`src/sv/ldf_pkg.sv`:
```
`timescale 1ns / 1ps
// ----------------------------------------------------------------------------
// ldf_pkg
// shared types and constants of the diffuse lighting pipeline
// ----------------------------------------------------------------------------
package ldf_pkg;

    localparam logic [2:0] CFG_LIGHT_X      = 3'd0;
    localparam logic [2:0] CFG_LIGHT_Y      = 3'd1;
    localparam logic [2:0] CFG_LIGHT_Z      = 3'd2;
    localparam logic [2:0] CFG_DIFFUSE_RGBA = 3'd3;
    localparam logic [2:0] CFG_TEX_ENABLE   = 3'd4;

    localparam logic [16:0] FACTOR_ONE  = 17'd65536;
    localparam logic [17:0] AMBIENT_Q   = 18'd13107;
    localparam logic [26:0] ROUND_HALF  = 27'd32768;

    // data that rides along with the vector math
    typedef struct packed {
        logic [31:0]        rgba;
        logic signed [32:0] dot;
        logic               nz;
    } ldf_side_t;

    // what the divider hands to the shading stage
    typedef struct packed {
        logic [16:0] q;
        logic        pos;
        logic        ovf;
        logic [31:0] rgba;
    } ldf_fac_t;

endpackage

```
`src/sv/ldf_div.sv`:
```
`timescale 1ns / 1ps
`default_nettype none
// ----------------------------------------------------------------------------
// ldf_div
// cosine factor dot * 2^16 / root, restoring division, one bit per stage
// ----------------------------------------------------------------------------
module ldf_div
(
    input  wire                clk,
    input  wire                rst_n,
    input  wire                en,
    input  wire                in_valid,
    input  wire  [31:0]        in_root,
    input  ldf_pkg::ldf_side_t in_side,
    output logic               out_valid,
    output ldf_pkg::ldf_fac_t  out_fac
);

    localparam int NQ = 17;

    typedef struct packed {
        logic [31:0] root;
        logic        pos;
        logic        ovf;
        logic [31:0] rgba;
    } div_ctx_t;

    logic     pos_next;
    logic     ovf_next;

    logic     p_v_reg;
    logic [47:0] p_rem_reg;
    div_ctx_t p_ctx_reg;

    logic        v_reg   [NQ];
    logic [47:0] rem_reg [NQ];
    logic [16:0] q_reg   [NQ];
    div_ctx_t    ctx_reg [NQ];

    assign pos_next = !in_side.dot[32] && (in_side.dot != 33'sd0) && in_side.nz
                      && (in_root != 32'd0);
    // quotient would reach 2^17 or more: clamps anyway
    assign ovf_next = ({1'b0, in_side.dot[31:0]} >= {in_root, 1'b0});

    always_ff @(posedge clk or negedge rst_n)
    begin
        if (!rst_n)
        begin
            p_v_reg <= 1'b0;
        end
        else if (en)
        begin
            p_v_reg <= in_valid;
        end
    end

    always_ff @(posedge clk)
    begin
        if (en)
        begin
            p_rem_reg      <= {in_side.dot[31:0], 16'd0};
            p_ctx_reg.root <= in_root;
            p_ctx_reg.pos  <= pos_next;
            p_ctx_reg.ovf  <= ovf_next;
            p_ctx_reg.rgba <= in_side.rgba;
        end
    end

    for (genvar g = 0; g < NQ; g++)
    begin : g_stage
        localparam int K = NQ - 1 - g;

        logic        v_in;
        logic [47:0] rem_in;
        logic [16:0] q_in;
        div_ctx_t    ctx_in;
        logic [48:0] dsh;
        logic [48:0] diff;
        logic        ge;

        if (g == 0)
        begin : g_first
            assign v_in   = p_v_reg;
            assign rem_in = p_rem_reg;
            assign q_in   = 17'd0;
            assign ctx_in = p_ctx_reg;
        end
        else
        begin : g_next
            assign v_in   = v_reg[g-1];
            assign rem_in = rem_reg[g-1];
            assign q_in   = q_reg[g-1];
            assign ctx_in = ctx_reg[g-1];
        end

        assign dsh  = {17'd0, ctx_in.root} << K;
        assign ge   = ({1'b0, rem_in} >= dsh);
        assign diff = {1'b0, rem_in} - dsh;

        always_ff @(posedge clk or negedge rst_n)
        begin
            if (!rst_n)
            begin
                v_reg[g] <= 1'b0;
            end
            else if (en)
            begin
                v_reg[g] <= v_in;
            end
        end

        always_ff @(posedge clk)
        begin
            if (en)
            begin
                rem_reg[g] <= ge ? diff[47:0] : rem_in;
                q_reg[g]   <= ge ? (q_in | (17'd1 << K)) : q_in;
                ctx_reg[g] <= ctx_in;
            end
        end
    end

    assign out_valid    = v_reg[NQ-1];
    assign out_fac.q    = q_reg[NQ-1];
    assign out_fac.pos  = ctx_reg[NQ-1].pos;
    assign out_fac.ovf  = ctx_reg[NQ-1].ovf;
    assign out_fac.rgba = ctx_reg[NQ-1].rgba;

endmodule
`default_nettype wire
```
`config.mk`:
```
export PLATFORM = sky130hd
export DESIGN_NAME = ldf_div
export DESIGN_NICKNAME = d
export VERILOG_FILES = /design/src/sv/ldf_pkg.sv /design/src/sv/ldf_div.sv
export SDC_FILE = /design/constraint.sdc
export NUM_CORES = 2
export LEC_CHECK = 0
export ABC_AREA = 1
export BUFFER_PORTS_ARGS = -buffer_cell sky130_fd_sc_hd__buf_2
export CAP_MARGIN = 10
export CELL_PAD_IN_SITES_DETAIL_PLACEMENT = 1
export CELL_PAD_IN_SITES_GLOBAL_PLACEMENT = 1
export CORE_AREA = 8 8 484 842
export CTS_BUF_LIST = sky130_fd_sc_hd__clkbuf_16
export DETAILED_ROUTE_END_ITERATION = 10
export DIE_AREA = 0 0 492 850
export PLACE_DENSITY_LB_ADDON = 0.1
export RECOVER_POWER = 25
export SLEW_MARGIN = 25
export SYNTH_ARGS = -nofsm -noshare
export SYNTH_HDL_FRONTEND = slang
export SYNTH_SLANG_ARGS = --single-unit
```
`constraint.sdc`:
```
create_clock -name clk -period 6.35 [get_ports clk]
set_input_delay 1.27 -clock clk [delete_from_list [all_inputs] [get_ports clk]]
set_output_delay 1.27 -clock clk [all_outputs]
set_load 0.02 [all_outputs]
```
==> impl_metrics.ini <==
[timing]
worstMarginPinSlew_ps = 1206
period_needed_ps = 4972
timing.slew.headroom_pct = 19.39
grt_setup_unrepaired = no
finalMaxSlewViolations = 0
fmax_ghz = 0.2011
tns_ps = 0
fin_hold_ws_ps = 398.4
clock_skew_ps = 81.44
post-route-period-util_pct = 78.30
setup_violations = 0
hold_violations = 0
setup_ws_ps = 1378

[yosys]
synth_edf_count = 1973
yosys-top-cells-area = edfxtp_1 50%, nand2_1 19%, inv_1 9.3%
yosysMostFrequentCell = nand2_1
synth_nets = 15570
synth_cells = 14880
synth_area_per_cell_um2 = 7.948
yosys.cell_types.count = 48
synth_top_area_share_pct = 50.09
synth.largest_area_cell = edfxtp_1
synth_warnings = 0
synthTopCellsByCount = 6034 x nand2_1, 2935 x inv_1, 1973 x edfxtp_1
yosysSeqAreaShare_pct = 50.47
synthArstFlopShare_pct = 0.9041
synth_top_flop_cell = edfxtp_1
synth-seq-cells = 1991
syn_area_mm2 = 0.1183

[worst_setup_path]
critical_path_class = reg -> reg
cp.arrival_ps = 5670
r2r_start = ctx_reg[7][34]$_DFFE_PP_
rrSetupSlack_ps = 1380
critPathLaunchType = flop
timing.rr.end = rem_reg[0][411]$_DFFE_PP_
cp_max_fo = 35
ff2ff_path_depth = 13
required_ps = 7050
end_kind = flop

[hold_path]
worstHoldStart = ctx_reg[11][4]$_DFFE_PP_
hold_end = ctx_reg[12][4]$_DFFE_PP_
min_path_cells = 0
hp-class = reg -> reg

[global_route]
grt_overflow = 0
grt_pass1_wl_um = 937700
gr-usage-all-layers_pct = 33.01
grt_max_degree = 149
grt_antenna_before_repair = 55
grt_pass1_vias = 114500

[power]
p_sw_mw = 33.03
power.density_mw_per_mm2 = 489.9
power.total_mw = 65.37
clkPwrFrac_pct = 20.1
p_int_mw = 32.34
p_leak_nw = 64.40
power_frac_comb_pct = 49.7
ir_worst_vdd_mv = 0.2266
pwr-share-seq_pct = 30.2
power.share.switching_pct = 50.53

[routing]
wl_per_cell_um = 33.63
drtIter0Drc = 5058
drc_errors = 0
avgViaCountPerCell = 4.989
num_vias = 103400
routed_wl_um = 696900
dr.pass1.iters = 5
postRouteAntennaNets = 0

[clocking]
clk_path_buf_depth = 4
clkTransAtPathRegs_ps = 70
htreeDepth = 4
cts_tree = done
cts_setup_buffers = 0
clock_sinks = 1991
post_cts_resized = 0
postCtsHoldBufs = 0
clk_latency_ps = 1000
cts_buffers = 220
cts_root_buf = clkbuf_16

[placed_design]
place_ws_ps = 1694
dpl_cell_area_mm2 = 0.1261
io_buffers = 153
dp_cells = 20280
gp_congestion = 1.032
dp.final_hpwl_um = 581600

[run_status]
status = finished, final reports clean

[finish]
design_area_mm2 = 0.1334
layout.cells.non_filler = 20720
finalNetCount = 15970
largest_register_ffs = 1090
drive_above_1_share_pct = 4.563
fillerInstances = 47660
area_growth_pct = 12.80
finish.utilization_pct = 33.70

[floorplan]
die-area_mm2 = 0.4182
die_w_um = 492
start_util_pct = 29.88
die-height_um = 850
num_rows = 306
ios = 154
core_area_mm2 = 0.3959

[flow_run]
max-cap-violations = 0
-- power groups by stage --
| stage | clock [mW] | sequential [mW] | combinational, mW |
|---|---|---|---|
| 4_1_cts | 13.5 | 19.7 | 31.0 |
| 3_5_place_dp | 0 | 20.0 | 30.9 |
| 2_1_floorplan | 0 | 18.8 | 16.2 |
| 5_1_grt | 13.8 | 19.9 | 34.3 |
| 3_3_place_gp | 0 | 20.0 | 30.8 |
| 6_report | 13.1 | 19.7 | 32.5 |
-- how the worst max path moves through the flow --
stage	start	endpoint	slack, ps	cells past startpoint
after global routing	ctx_reg[7][34]$_DFFE_PP_	rem_reg[0][411]$_DFFE_PP_	1260	13
after floorplan	in_root[21]	g_stage[0].ctx_in[32]$_DFFE_PP_	3880	10
after detailed placement	ctx_reg[7][34]$_DFFE_PP_	rem_reg[0][427]$_DFFE_PP_	1690	13
after global placement	ctx_reg[7][34]$_DFFE_PP_	rem_reg[0][428]$_DFFE_PP_	1690	13
final	ctx_reg[7][34]$_DFFE_PP_	rem_reg[0][411]$_DFFE_PP_	1380	13
after CTS	ctx_reg[7][34]$_DFFE_PP_	rem_reg[0][427]$_DFFE_PP_	1630	13
-- layout by cell type, fill, tap and decap left out, types with 97 or more instances in the layout --
cell,instances
a21oi_1,426
buf_4,105
clkbuf_16,224
edfxtp_1,1973
ha_1,574
inv_1,2969
nand2_1,6028
nand3_1,711
nand4_1,168
nor2_1,1087
nor3_1,97
o21ai_0,99
xor2_1,272
-- metal layers --
metal	routed length (µm)	track usage [%]
met2	398600	67.17
met1	138900	17.46
met3	28220	7.442
met5	136	0.01152
met4	131000	47.62
-- area by class of cell --
cell class / count / area (µm²) / share of cell area, %
antenna: 32 / 80.08 / 0.06002
clock buffer: 224 / 5605 / 4.201
clock inverter: 173 / 1413 / 1.059
inverter: 2953 / 11080 / 8.308
multi-input combinational: 9828 / 47050 / 35.26
sequential: 1991 / 59700 / 44.74
tap: 5236 / 6551 / 4.910
timing repair buffer: 283 / 1947 / 1.459
-- kinds of logic (layout without fill, tap and decap cells) --
kind of cell	Yosys count	count (layout)	synth area share [%]
AOI/OAI and AO/OA	622	622	2.816
xor gates and xnor gates	291	291	2.155
adders and majority gates	590	590	6.342
buffers and inverters	3063	3633	9.980
DFF	1991	1991	50.47
other	0	32	0
and+or+nand+nor	8325	8325	28.24
-- worst max-delay path, cell delays in order, from the launching register on --
cell	delay (ps)
edfxtp_1	430
inv_1	190
fa_1	660
nand3_1	180
nand3_1	400
nand2_1	190
nand3_1	290
nand2_1	150
nand2_1	130
nand3_1	160
nand2_2	400
inv_2	900
nand2_1	100
nand2_1	480
(Power assumes the default switching activity.)
